[src/hdl/bhpq_pkg.sv]
// shared types and constants for the binary heap priority queue
package bhpq_pkg;

   localparam int unsigned VAL_W = 32;
   localparam int unsigned CNT_W = 11;

   typedef enum logic [1:0] {
      OP_INSERT = 2'd0,
      OP_REMOVE = 2'd1,
      OP_PEEK   = 2'd2,
      OP_CLEAR  = 2'd3
   } op_type;

   typedef enum logic [1:0] {
      ST_OK    = 2'd0,
      ST_FULL  = 2'd1,
      ST_EMPTY = 2'd2
   } status_type;

   typedef enum logic {
      CSR_ORDER    = 1'b0,
      CSR_CAPACITY = 1'b1
   } csr_idx_type;

   typedef enum logic [3:0] {
      S_IDLE,
      S_UP_RD,
      S_UP_CMP,
      S_DN_RDL,
      S_DN_RDR,
      S_DN_CMP,
      S_DONE
   } state_type;

   // controller to datapath
   typedef struct packed {
      logic accept;      // latch request fields
      logic ins_write;   // write new value at count, bump count
      logic rem_start;   // capture top, move last to root, drop count
      logic clear;
      logic up_rd;       // read parent of cursor
      logic up_swap;     // move parent down to cursor, cursor to parent
      logic dn_rdl;      // read left child
      logic dn_rdr;      // read right child
      logic dn_swap;     // move chosen child up to cursor, cursor to child
      logic settle;      // write the moving value at the cursor
      logic respond;
   } cmd_type;

   // datapath to controller
   typedef struct packed {
      logic full;
      logic empty;
      logic at_root;
      logic up_better;   // cursor strictly better than parent
      logic has_left;
      logic has_right;
      logic dn_better;   // chosen child strictly better than cursor
   } stat_type;

   // strict precedence: a above b
   function automatic logic better(input logic signed [VAL_W-1:0] a,
                                   input logic signed [VAL_W-1:0] b,
                                   input logic order);
      return order ? (a < b) : (a > b);
   endfunction

endpackage

[src/hdl/bhpq_ctrl.sv]
// controller state machine for the heap queue
module bhpq_ctrl (
   input  logic               clock,
   input  logic               reset,
   input  logic               start,
   input  bhpq_pkg::op_type   op,
   input  bhpq_pkg::stat_type stat,
   output logic               busy,
   output bhpq_pkg::cmd_type  cmd
);

   bhpq_pkg::state_type state_ff, state_in;

   always_ff @(posedge clock) begin
      if (reset) begin
         state_ff <= bhpq_pkg::S_IDLE;
      end else begin
         state_ff <= state_in;
      end
   end

   always_comb begin
      state_in = state_ff;
      cmd      = '0;
      busy     = (state_ff != bhpq_pkg::S_IDLE);
      case (state_ff)
         bhpq_pkg::S_IDLE: begin
            if (start) begin
               cmd.accept = 1'b1;
               case (op)
                  bhpq_pkg::OP_INSERT: begin
                     if (stat.full) begin
                        state_in = bhpq_pkg::S_DONE;
                     end else begin
                        cmd.ins_write = 1'b1;
                        state_in = bhpq_pkg::S_UP_RD;
                     end
                  end
                  bhpq_pkg::OP_REMOVE: begin
                     if (stat.empty) begin
                        state_in = bhpq_pkg::S_DONE;
                     end else begin
                        cmd.rem_start = 1'b1;
                        state_in = bhpq_pkg::S_DN_RDL;
                     end
                  end
                  bhpq_pkg::OP_CLEAR: begin
                     cmd.clear = 1'b1;
                     state_in = bhpq_pkg::S_DONE;
                  end
                  default: state_in = bhpq_pkg::S_DONE;
               endcase
            end
         end
         bhpq_pkg::S_UP_RD: begin
            if (stat.at_root) begin
               cmd.settle = 1'b1;
               state_in = bhpq_pkg::S_DONE;
            end else begin
               cmd.up_rd = 1'b1;
               state_in = bhpq_pkg::S_UP_CMP;
            end
         end
         bhpq_pkg::S_UP_CMP: begin
            if (stat.up_better) begin
               cmd.up_swap = 1'b1;
               state_in = bhpq_pkg::S_UP_RD;
            end else begin
               cmd.settle = 1'b1;
               state_in = bhpq_pkg::S_DONE;
            end
         end
         bhpq_pkg::S_DN_RDL: begin
            if (!stat.has_left) begin
               cmd.settle = 1'b1;
               state_in = bhpq_pkg::S_DONE;
            end else begin
               cmd.dn_rdl = 1'b1;
               state_in = bhpq_pkg::S_DN_RDR;
            end
         end
         bhpq_pkg::S_DN_RDR: begin
            cmd.dn_rdr = stat.has_right;
            state_in = bhpq_pkg::S_DN_CMP;
         end
         bhpq_pkg::S_DN_CMP: begin
            if (stat.dn_better) begin
               cmd.dn_swap = 1'b1;
               state_in = bhpq_pkg::S_DN_RDL;
            end else begin
               cmd.settle = 1'b1;
               state_in = bhpq_pkg::S_DONE;
            end
         end
         bhpq_pkg::S_DONE: begin
            cmd.respond = 1'b1;
            state_in = bhpq_pkg::S_IDLE;
         end
         default: state_in = bhpq_pkg::S_IDLE;
      endcase
   end

endmodule

[config.mk]
export PLATFORM = sky130hd
export DESIGN_NAME = bhpq_ctrl
export DESIGN_NICKNAME = d
export VERILOG_FILES = /design/src/hdl/bhpq_pkg.sv /design/src/hdl/bhpq_ctrl.sv
export SDC_FILE = /design/constraint.sdc
export NUM_CORES = 1
export LEC_CHECK = 0
export BUFFER_PORTS_ARGS = -buffer_cell sky130_fd_sc_hd__buf_2
export CAP_MARGIN = 20
export CORE_AREA = 2 2 39 41
export CTS_CLUSTER_SIZE = 25
export DETAILED_ROUTE_END_ITERATION = 8
export DIE_AREA = 0 0 41 43
export SYNTH_ARGS = -nofsm -noshare
export SYNTH_HDL_FRONTEND = slang
export SYNTH_SLANG_ARGS = --single-unit
[constraint.sdc]
create_clock -name clock -period 3.1 [get_ports clock]
set_input_delay 0.31 -clock clock [delete_from_list [all_inputs] [get_ports clock]]
set_output_delay 0.31 -clock clock [all_outputs]
set_load 0.02 [all_outputs]
Word-level counts from Yosys, hierarchy flattened
Index checks and enable logic that the tools add are counted.
{ "word_totals": {"ff_bits": 4, "word_cells": 44} }
{ "classes": {"n_reduce_logical": 3, "n_eq_ne": 9, "n_mux": 31} }
{ "op_table": {"columns": ["op", "n"], "rows": [
  ["4-bit case mux with 6 select lines", 1],
  ["1-bit two-way mux", 19],
  ["3-bit two-way mux", 5],
  ["4-bit by 3-bit == test with 1-bit output (second input constant)", 3],
  ["4-bit two-way mux", 3],
  ["4-bit by 2-bit == test with 1-bit output (second input constant)", 2],
  ["4-bit case mux with 2 select lines", 1],
  ["4-bit by 1-bit == test with 1-bit output (second input constant)", 1],
  ["4-bit logical NOT", 1],
  ["1-bit case mux with 4 select lines", 1],
  ["4-bit nonzero test", 1],
  ["2-bit by 1-bit == test with 1-bit output (second input constant)", 1],
  ["2-bit == test (second input constant)", 1],
  ["2-bit logical NOT", 1],
  ["2-bit two-way mux", 1],
  ["2-bit != test (second input constant)", 1]
]} }

Longest topological paths before layout
Gate-level depths: netlist (run 1).
{ "depth": {"depth_word": 4, "mapped_depth": 5} }

Worst setup path after synthesis (run 1)
Ideal clock, no wire load.
{ "synth_path": {"kind": "register to output", "from": "register state_ff[0]", "to": "output cmd[6] in the netlist's numbering", "path_stages_with_launch": 3, "setup_slack_ps": 1528, "path_buffers": 1, "t_arrival_ps": 1262, "cell_sequence": "dfxtp_1 > buf_2 > nor4b_1"} }
{ "synth_lines": {"columns": ["element", "line", "source"], "rows": [
  ["start: declaration", "bhpq_ctrl.sv:12", "bhpq_pkg::state_type state_ff, state_in;"],
  ["start signal: assignment", "bhpq_ctrl.sv:16", "state_ff <= bhpq_pkg::S_IDLE;"],
  ["start signal: assignment", "bhpq_ctrl.sv:18", "state_ff <= state_in;"],
  ["end: declaration", "bhpq_ctrl.sv:9", "output bhpq_pkg::cmd_type cmd"]
]} }

==> impl_results.md, run 1 <==
* I/O Buffers at 23
* Layout cells sized above 1 at roughly 40%
* Pleak at 0.000243 uW
* Die height at 43 um
* CP max FO at 12
* Syn. warnings at 0
* Most flop-heavy register: state_ff
* Initial antenna violation count at 0
* CTS Hold Buffers Added at 0
* Final setup margin at 1.28 ns
* Clk Latency, worst-skew pair at 0.24 ns
* CTS Root Cell: clkbuf_4
* Least-Margin Pin Slew at between 0.4 and 0.5 ns
* Syn Area/Cell at 7.13 um^2
* Tcrit/Tclk final at about three fifths
* Worst-path clk slew at 0.04 ns
* Area of the multi-input gates at 236 um^2
* # fillers at 161
* # rows at 14
* DR pass1 iterations at 3
* Met3 Track Usage GR at 3.14%
* Fin Hold WS at 0.335 ns
* WS Path Type: reg2out
* Top post-synthesis cells by area: dfxtp_1 18%, nor2b_1 9.5%, and3_1 5.7%
* Register area at 60.1 um^2
* Post-Route WL at between 800 and 900 um
* Status: finished clean
* Register area share after synthesis at 18.3%
* DIE WIDTH at just over 40 um
* Starting Density at 23.7%
* Max-cap viol count at 0
* CP required at approximately 2.8 ns
* Met1 usage at 15.7%
* CTS tree: built
* Hold Path Class: in2reg
* Post-synth EDFFs at 0
* Wire per inst at roughly 10 um
* Max-slew violations at 0
* Final setup fails at 0
* Core ar. at between 1000 and 1500 um^2
* Largest net degree at the start of global routing at 14
* # diodes at 0
* Nets@finish at 83
* Routed Antenna Nets at 0
* CP arrival at 1.51 ns
* Hpwl dp at roughly 670 um
* Crit path capture type: output pin
* Gr busiest metal: met2
* Cells after synthesis at 46
* GR Util met2 at 16.3%
* RSZ-0062 raised after global routing: no
* Number of global-route vias before repair at roughly 370
* Syn_nets at 58
* Clock Tree Buf Depth at 2
* Hold Fails Final Rpt at 0
* Worst R2R Setup Slack at between 1.5 and 2 ns
* Number of flip-flops in the largest register at 3
* Final Util at 33.6%
* Post-CTS setup buffer count at 0
* Achievable clock frequency at 548 MHz
* Via/cell ratio at 4.72
* Worst IR drop on VDD at approximately 0.0003 V
* Number of H-tree levels at 1
* Die area at 1760 um^2
* Inserted Clock Buffers at 3
* Sink Count at 3
* Gr ovfl total at 0
* Yosys top cell by area: dfxtp_1
* Area growth from synthesis to layout at 42.0%
* PD cells at 906 nW/um^2
* Iter 0 DRT Violations at 1
* Global-route wire length before repair at 1430 um
* Seq cells post-synth at 3
* Routability cong. at approximately 0.74
* Fin crit period at 1.82 ns
* Post-Synthesis Cell Area at approximately 330 um^2
* Global router's overall resource usage at about 12%
* CP Launch Type: flip-flop
* Max-slew headroom at 72.8%
* Dpl ws at 1.54 ns
* Post-synth top flop: dfxtp_1
* Post-synth cell types at 25
* Async set-reset flop share out of synthesis at 0%
* Vias at 406
* IO Pins at 24
* Yosys top cell area share at 18.3%
* Setup TNS Final at 0 ns
* Post-CTS Resized at 0
* Setup Skew at 0.00323 ns
* # DRC at 0
* Largest regs: state_ff: 3 flops
-- kinds of logic after synthesis --
kind of cell	after synthesis	synth area share, %
muxes	1	3.05
and+or+nand+nor	27	45.8
DFF	3	18.3
AOI/OAI and AO/OA	10	23.3
buffers and inverters	5	9.54
-- final timing paths --
kind | startpoint | endpoint | cells past startpoint
setup reg to reg | state_ff[0] | state_ff[0] | 4
hold reg to reg | state_ff[0] | state_ff[1] | 2
setup / recovery | state_ff[1] | cmd[8] | 5
hold / removal | reset | state_ff[1] | 4
-- worst max-delay path, cell delays in order, from the launching register on --
cell and delay [ns]:
dfxtp_1 0.41, nor3_1 0.31, and2_1 0.20, nand2_1 0.07, nor3_2 0.10, buf_2 0.18
-- cells in the mapped netlist, types with 2 or more instances --
library cell / count
and3_1: 3
a211oi_1: 2
a31oi_1: 2
nor3_1: 2
dfxtp_1: 3
nor2b_1: 5
nand2b_1: 2
nor2_1: 5
nand2_1: 5
inv_1: 2
-- final cells by class --
cell class	instances	share of cell area (%)
inverters	2	1.61
clock buffers	4	5.65
multi-input cells	38	50.8
flip-flops and latches	3	12.9
repair buffers	23	24.7
well taps	16	4.30
-- power breakdown --
part           total [uW]  leakage, uW  switching [uW]  internal [uW]
Sequential            110    0.0000248            53.9           56.5
Clock                71.4    0.0000150            23.0           48.4
Combinational         240     0.000203             136            104
-- metal layers --
layer,up-vias,share of wire [%]
met3,2,5.9
li1,211,-
met1,175,48
met4,0,2.3
met5,-,0
met2,18,44
-- stage by stage --
| stage | instances | cell area [um^2] | total power (uW) |
|---|---|---|---|
| after CTS | 86 | 465 | 427 |
| final | 86 | 465 | 422 |
| after detailed placement | 82 | 439 | 352 |
| after global placement | 82 | 439 | 347 |
| after global routing | 86 | 465 | 464 |
| after floorplan | 46 | 328 | 299 |
-- placed cells by master (no fill, tap or decap), types with 2 or more instances in the layout --
master and instances:
inv_1 2, a31oi_1 2, buf_2 23, dfxtp_1 3, a211oi_1 2, nand2b_1 2
nor2_1 5, and3_1 3, nor3_1 2, clkbuf_4 3, nor2b_1 5, nand2_1 5
No activity file was read; power rests on OpenSTA's default activity.
==> run 2, diff against run 1 <==
--- a/config.mk
+++ b/config.mk
@@ -5,6 +5,7 @@
 export SDC_FILE = /design/constraint.sdc
 export NUM_CORES = 1
 export LEC_CHECK = 0
+export ABC_AREA = 1
 export BUFFER_PORTS_ARGS = -buffer_cell sky130_fd_sc_hd__buf_2
 export CAP_MARGIN = 20
 export CORE_AREA = 2 2 39 41
==> constraint.sdc (replaced) <==
create_clock -name clock -period 1.9 [get_ports clock]
set_input_delay 0.19 -clock clock [delete_from_list [all_inputs] [get_ports clock]]
set_output_delay 0.19 -clock clock [all_outputs]
set_load 0.02 [all_outputs]
==> run 2 against run 1 <==
  * Utilization grew 0.81 points
  * Clock skew grew 0.0027 ns
  * Critical path type unchanged
  * Synthesized area shrank 0.38%
  * Largest cell class unchanged
  * Flip-flop and latch count is the same
  * First-iteration DRC count grew to 3.0 times the previous value
  * Register-to-register slack lost 0.99 ns
  * Global-route usage shrank 1.1 points
==> impl_results.md, run 2 <==
* Status: finished clean
* # rows at 14 (unchanged)
* Yosys top cell by area: dfxtp_1
* Vias at 430 (+5.9%)
* # diodes at 0 (unchanged)
* I/O Buffers at 23 (unchanged)
* Worst Hold Launch: reset
* Achievable clock frequency at 640 MHz
* Largest net degree at the start of global routing at 11 (-3)
* CP required at 1.71 ns (-1.08 ns)
* Die height at 43 um (unchanged)
* Routed Antenna Nets at 0 (unchanged)
* Async set-reset flop share out of synthesis at 0% (unchanged)
* Setup TNS Final at 0 ns (unchanged)
* Sink Count at 3 (unchanged)
* Post-synth cell types at 18 (-28%)
* Worst IR drop on VDD at 0.000626 V (+110%)
* Hold path cells at 4 (unchanged)
* Setup Skew at 0.00594 ns (+0.00271 ns)
* DR pass1 iterations at 3 (unchanged)
* Post-Route WL at 814 um (-7.4%)
* CP arrival at 1.37 ns (-0.14 ns)
* CP bufs+invs at 1 (unchanged)
* # DRC at 0 (unchanged)
* Clk Latency, worst-skew pair at 0.23 ns (about the same)
* CP max FO at 10 (-2)
* CP delay by family, top: flip-flops
* Syn_nets at 70 (+21%)
* Clock Tree Buf Depth at 2 (unchanged)
* GR Util met2 at 18.8% (+2.5 points)
* Register area at 60.1 um^2 (unchanged)
* Hold-critical path endpoint: state_ff[1]
* Crit path capture type: output pin
* Number of global-route vias before repair at 368 (+0.55%)
* CP Launch Type: flip-flop
* Iter 0 DRT Violations at 3 (+2)
* Core ar. at 1380 um^2 (unchanged)
* RSZ-0062 raised after global routing: no
* CTS Hold Buffers Added at 0 (unchanged)
* Cells after synthesis at 58 (+26%)
* Starting Density at 23.6% (-0.090 points)
* Worst R2R Setup Slack at 0.80 ns (-0.99 ns)
* Register area share after synthesis at 18.4% (+0.070 points)
* Post-Synthesis Cell Area at 327 um^2 (-0.38%)
* Fin crit period at about 1.6 ns
* # fillers at 172 (+6.8%)
* Nets@finish at 97 (+17%)
* Syn. warnings at 0 (unchanged)
* Top post-synthesis cells by area: dfxtp_1 18%, nand2_1 15%, nor2_1 13%
* Max-slew violations at 0 (unchanged)
* Routability cong. at 0.747 (+1.0%)
* Layout cells sized above 1 at 39.3% (-0.71 points)
* Tcrit/Tclk final at 82.3%
* Gr ovfl total at 0 (unchanged)
* Area of the multi-input gates at 211 um^2 (-11%)
* Dpl ws at 0.561 ns (-0.982 ns)
* Max incr delay on CP at 0.57 ns (+0.16 ns)
* Commonest non-fill, non-tap cell in the layout: buf_2
* Met1 usage at 13.4% (-2.3 points)
* Post-CTS Resized at 0 (unchanged)
* Number of H-tree levels at 1 (unchanged)
* CTS Root Cell: clkbuf_4
* Least-Margin Pin Slew at 0.424 ns (+0.0157 ns)
* Syn Area/Cell at 5.63 um^2 (-21%)
* Post-synth EDFFs at 0 (unchanged)
* Final setup margin at 0.337 ns (-0.939 ns)
* Hpwl dp at 724 um (+8.0%)
* Worst flop-to-flop path endpoint: state_ff[1]
* Global-route wire length before repair at 1410 um (-1.5%)
* Via/cell ratio at 4.30 (-8.9%)
* Pleak at 0.000302 uW (+24%)
* Hold Path Class: in2reg
* Reg-to-reg startpoint: state_ff[2]
* Post-placement cell count at 96 (+17%)
* PD cells at 1410 nW/um^2 (+56%)
* DIE WIDTH at 41 um (unchanged)
* Inserted Clock Buffers at 3 (unchanged)
* Largest regs: state_ff: 3 flops
* Post-synth top flop: dfxtp_1
* Gr busiest metal: met2
* CP cell instances: nor2_4, nand2_1, o21ai_1, nand3b_1, buf_2
* Max-cap viol count at 0 (unchanged)
* Initial antenna violation count at 0 (unchanged)
* IO Pins at 24 (unchanged)
* CTS tree: built
* Max-slew headroom at 71.7% (-1.1 points)
* Top-count cell post-synth: nand2_1
* Global router's overall resource usage at 11.1% (-1.1 points)
* Die area at 1760 um^2 (unchanged)
* WS Path Type: reg2out
* Post-route cell area at 477 um^2 (+2.4%)
* Most flop-heavy register: state_ff
* Yosys top cell area share at 18.4% (+0.070 points)
* Area growth from synthesis to layout at 46.0%
* Final Util at 34.4% (+0.81 points)
* Met3 Track Usage GR at 4.71% (+1.6 points)
* Critical path's slowest cell: dfxtp_1
* Most frequent cells in the layout: 23 x buf_2, 13 x nand2_1, 11 x nor2_1, 8 x inv_1, 4 x nand3_1
* Final setup fails at 0 (unchanged)
* Placement Cell Area at 450 um^2 (+2.6%)
* Hold Fails Final Rpt at 0 (unchanged)
* Post-CTS setup buffer count at 0 (unchanged)
* Post-synth top cells: 13 x nand2_1, 11 x nor2_1, 8 x inv_1, 4 x nand3_1, 3 x dfxtp_1
* R2R cell count at 5 (+1)
* Seq cells post-synth at 3 (unchanged)
* Worst-path clk slew at 0.04 ns (about the same)
* Layout Cells excl Fill at 100 (+16%)
* Number of flip-flops in the largest register at 3 (unchanged)
* Wire per inst at 8.14 um (-20%)
-- run 2: cell count changes in the layout (fill, tap and decap cells not counted), sizes merged, moves of 3 or more --
cell	previous run	this run
nor2b	5	0
and3	3	0
inv	2	11
nor2	5	14
nand3	0	4
nand2	5	13
-- run 2: power breakdown --
group	internal (uW)	total (uW)	switching, uW
Combinational	145	421	276
Clock	78.5	108	29.6
Sequential	89.7	144	54.6
-- run 2: worst min-delay path, cell delays in order --
cell     delay [ns]
buf_2          0.08
a21oi_1        0.04
o21ai_2        0.06
nor2_1         0.04
-- run 2: cell type report --
type / count / share of cell area (%)
multi-input cells: 43 / 44.4
repair buffers: 23 / 24.1
flip-flops and latches: 3 / 12.6
inverters: 11 / 9.19
clock buffers: 4 / 5.51
well taps: 16 / 4.20
-- run 2: worst max path at each step --
stage / slack (ns) / cells after the start / start / endpoint
after global placement: 0.59 / 6 / state_ff[0] / cmd[7]
after floorplan: 0.52 / 5 / state_ff[0] / cmd[7]
after CTS: 0.32 / 6 / state_ff[0] / cmd[7]
final: 0.34 / 5 / state_ff[2] / cmd[1]
after global routing: 0.18 / 6 / state_ff[0] / cmd[7]
after detailed placement: 0.56 / 6 / state_ff[0] / cmd[7]
-- run 2: kinds of logic (layout without fill, tap and decap cells) --
| kind of cell | after synthesis | after routing | synth area share, % |
|---|---|---|---|
| compound gates | 5 | 5 | 8.81 |
| buf+inv | 12 | 38 | 16.9 |
| flops | 3 | 3 | 18.4 |
| simple gates | 38 | 38 | 55.9 |
-- run 2: through the flow --
step                total power (uW)  hold slack (ns)
floorplan                        476            0.359
global placement                 565            0.480
detailed placement               572            0.479
CTS                              685            0.238
global route                     755            0.243
finish                           673            0.237
-- run 2: layer usage --
| layer | wire length, um | share of wire (%) | vias up |
|---|---|---|---|
| met5 | 0 | 0 | - |
| met4 | 0 | 0 | 0 |
| met3 | 60 | 7.4 | 0 |
| met2 | 400 | 49 | 16 |
| met1 | 353 | 43 | 177 |
| li1 | - | - | 237 |
==> run 3, diff against run 2 <==
==> constraint.sdc (replaced) <==
create_clock -name clock -period 1.3 [get_ports clock]
set_input_delay 0.13 -clock clock [delete_from_list [all_inputs] [get_ports clock]]
set_output_delay 0.13 -clock clock [all_outputs]
set_load 0.02 [all_outputs]
==> run 3 against run 2 <==
  * The flow now finishes with violations (setup timing)
  * Clock skew grew 0.00051 ns
  * Sequential power rose by 65%
  * Final cell count grew 6.0%
  * Via count up 13%
  * Hold slack worse by 0.070 ns
  * Die area unchanged
  * First-iteration DRC count rose to 3.0 times the previous value
  * Flip-flop and latch count unchanged
  * Setup slack lost 0.41 ns
  * Combinational power up 120%
  * Routed wire length is 28% higher
  * Utilization up 10 points
  * Critical endpoint unchanged
  * Largest cell class unchanged
==> impl_results.md, run 3 (synthesis gave the netlist of run 2 again) <==
* # fillers at 151 (-12%)
* Failing checks: setup timing
* Vias at 486 (+13%)
* Max-cap viol count at 0 (unchanged)
* Die height at 43 um (unchanged)
* Achievable clock frequency at ~730 MHz
* Layout cells sized above 1 at 55.6% (+16 points)
* Routed Antenna Nets at 0 (unchanged)
* CP cell instances: inv_8, nor2_4, nand2_2, o21ai_2, nand3b_1, buf_6
* CP max FO at 7 (-3)
* CP arrival at 1.24 ns (-0.13 ns)
* Status: complete, but fails checks
* Max incr delay on CP at 0.37 ns (-0.20 ns)
* I/O Buffers at 23 (unchanged)
* CTS Root Cell: clkbuf_4
* Hold Fails Final Rpt at 0 (unchanged)
* Final setup fails at 3 (+3)
* Largest regs: state_ff: 3 flops
* Initial antenna violation count at 0 (unchanged)
* Nets@finish at 103 (+6.2%)
* WS Path Type: reg2out
* Setup Skew at 0.00645 ns (+0.000513 ns)
* CTS tree: built
* Most flop-heavy register: state_ff
* # DRC at 0 (unchanged)
* Sink Count at 3 (unchanged)
* CP required at 1.17 ns (-0.54 ns)
* Clock Tree Buf Depth at 2 (unchanged)
* Tcrit/Tclk final at 106%
* Clk Latency, worst-skew pair at 0.23 ns (about the same)
* Final setup margin at -0.0726 ns (-0.409 ns)
* Hpwl dp at 720 um (-0.64%)
* # diodes at 0 (unchanged)
* CP Launch Type: flip-flop
* Worst IR drop on VDD at 0.000981 V (+57%)
* Number of H-tree levels at 1 (unchanged)
* # rows at 14 (unchanged)
* Least-Margin Pin Slew at 0.234 ns (-0.190 ns)
* PD cells at 2120 nW/um^2 (+50%)
* Global router's overall resource usage at 13.8% (+2.7 points)
* Wire per inst at 9.85 um (+21%)
* Number of global-route vias before repair at 438 (+19%)
* Number of flip-flops in the largest register at 3 (unchanged)
* Via/cell ratio at 4.58 (+6.6%)
* RSZ-0062 raised after global routing: yes
* CP delay by family, top: flip-flops
* Core ar. at 1380 um^2 (unchanged)
* DIE WIDTH at 41 um (unchanged)
* Routability cong. at 0.722 (-3.3%)
* Max-slew headroom at 84.3% (+13 points)
* DR pass1 iterations at 3 (unchanged)
* Commonest non-fill, non-tap cell in the layout: buf_2
* Inserted Clock Buffers at 3 (unchanged)
* Pleak at 0.000346 uW (+15%)
* CP bufs+invs at 2 (+1)
* Area growth from synthesis to layout at 88.9%
* Largest net degree at the start of global routing at 9 (-2)
* Most frequent cells in the layout: 15 x buf_2, 10 x nand2_1, 10 x buf_4, 9 x nor2_1, 7 x inv_1
* Gr ovfl total at 0 (unchanged)
* Max-slew violations at 0 (unchanged)
* Critical path's slowest cell: dfxtp_4
* Crit path capture type: output pin
* Global-route wire length before repair at 1670 um (+19%)
* Post-Route WL at 1040 um (+28%)
* IO Pins at 24 (unchanged)
* Iter 0 DRT Violations at 9 (+6)
* Die area at 1760 um^2 (unchanged)
* Final Util at 44.6% (+10 points)
* Fin crit period at 1.37 ns
* Hold Path Class: in2reg
* Starting Density at 23.6% (unchanged)
* Pwr Total at 1310 uW (+94%)
* Worst-path clk slew at 0.04 ns (about the same)
==> run 3: cell types whose count changed in the layout (fill, tap and decap cells not counted), sizes merged <==
cell  previous run  this run
buf             23        29
==> run 3: final timing paths <==
| path | from | cells after the start | slack, ns | to |
|---|---|---|---|---|
| max reg2reg | state_ff[1] | 7 | 0.19 | state_ff[1] |
| min reg2reg | state_ff[0] | 4 | 0.68 | state_ff[1] |
| min | reset | 4 | 0.17 | state_ff[2] |
| max | state_ff[1] | 6 | -0.07 | cmd[1] |
==> run 3: routing by layer <==
metal	vias up	global-route usage, %	part of all wire, %
met5	-	0	0
met4	0	4.00	0
met3	0	7.33	7.8
met2	18	22.5	56
met1	219	14.7	36
li1	249	-	-
==> run 3: timing repair <==
item | in CTS | in global routing
hold buffers | 0 | 0
setup endpoints to repair | 11 | 10
pin swaps | 3 | 7
setup buffers | 3 | 1
gates resized for setup | 16 | 16
cloned | 0 | 0
==> run 3: area by class of cell <==
cell class / count / area [um^2] / area share [%]
Clock buffer: 4 / 26.3 / 4.26
Inverter: 11 / 51.3 / 8.32
Sequential cell: 3 / 71.3 / 11.6
Tap cell: 16 / 20.0 / 3.25
Timing Repair Buffer: 29 / 195 / 31.6
Multi-Input combinational cell: 43 / 253 / 41.0
==> run 3: stage by stage <==
step | cell area, um^2 | hold WS (ns) | setup TNS, ns | cells | setup slack, ns
after global placement | 470 | 0.420 | 0 | 98 | 0.103
after global routing | 617 | 0.169 | -0.549 | 106 | -0.144
after floorplan | 332 | 0.299 | 0 | 58 | 0.0197
after detailed placement | 470 | 0.421 | 0 | 98 | 0.0917
final | 617 | 0.167 | -0.115 | 106 | -0.0726
after CTS | 561 | 0.170 | -0.116 | 105 | -0.0452
==> run 3: tightest hold or removal path: cells and delay by family <==
family | cells | cell delay (ns)
AO/OA/AOI/OAI | 2 | 0.11
buffers and inverters | 1 | 0.07
AND/OR/NAND/NOR | 1 | 0.04
==> run 3: power breakdown <==
group          switching, uW  internal [uW]  leakage [uW]
clock network           47.3            115     0.0000150
logic                    514            394      0.000304
registers               84.0            154     0.0000267
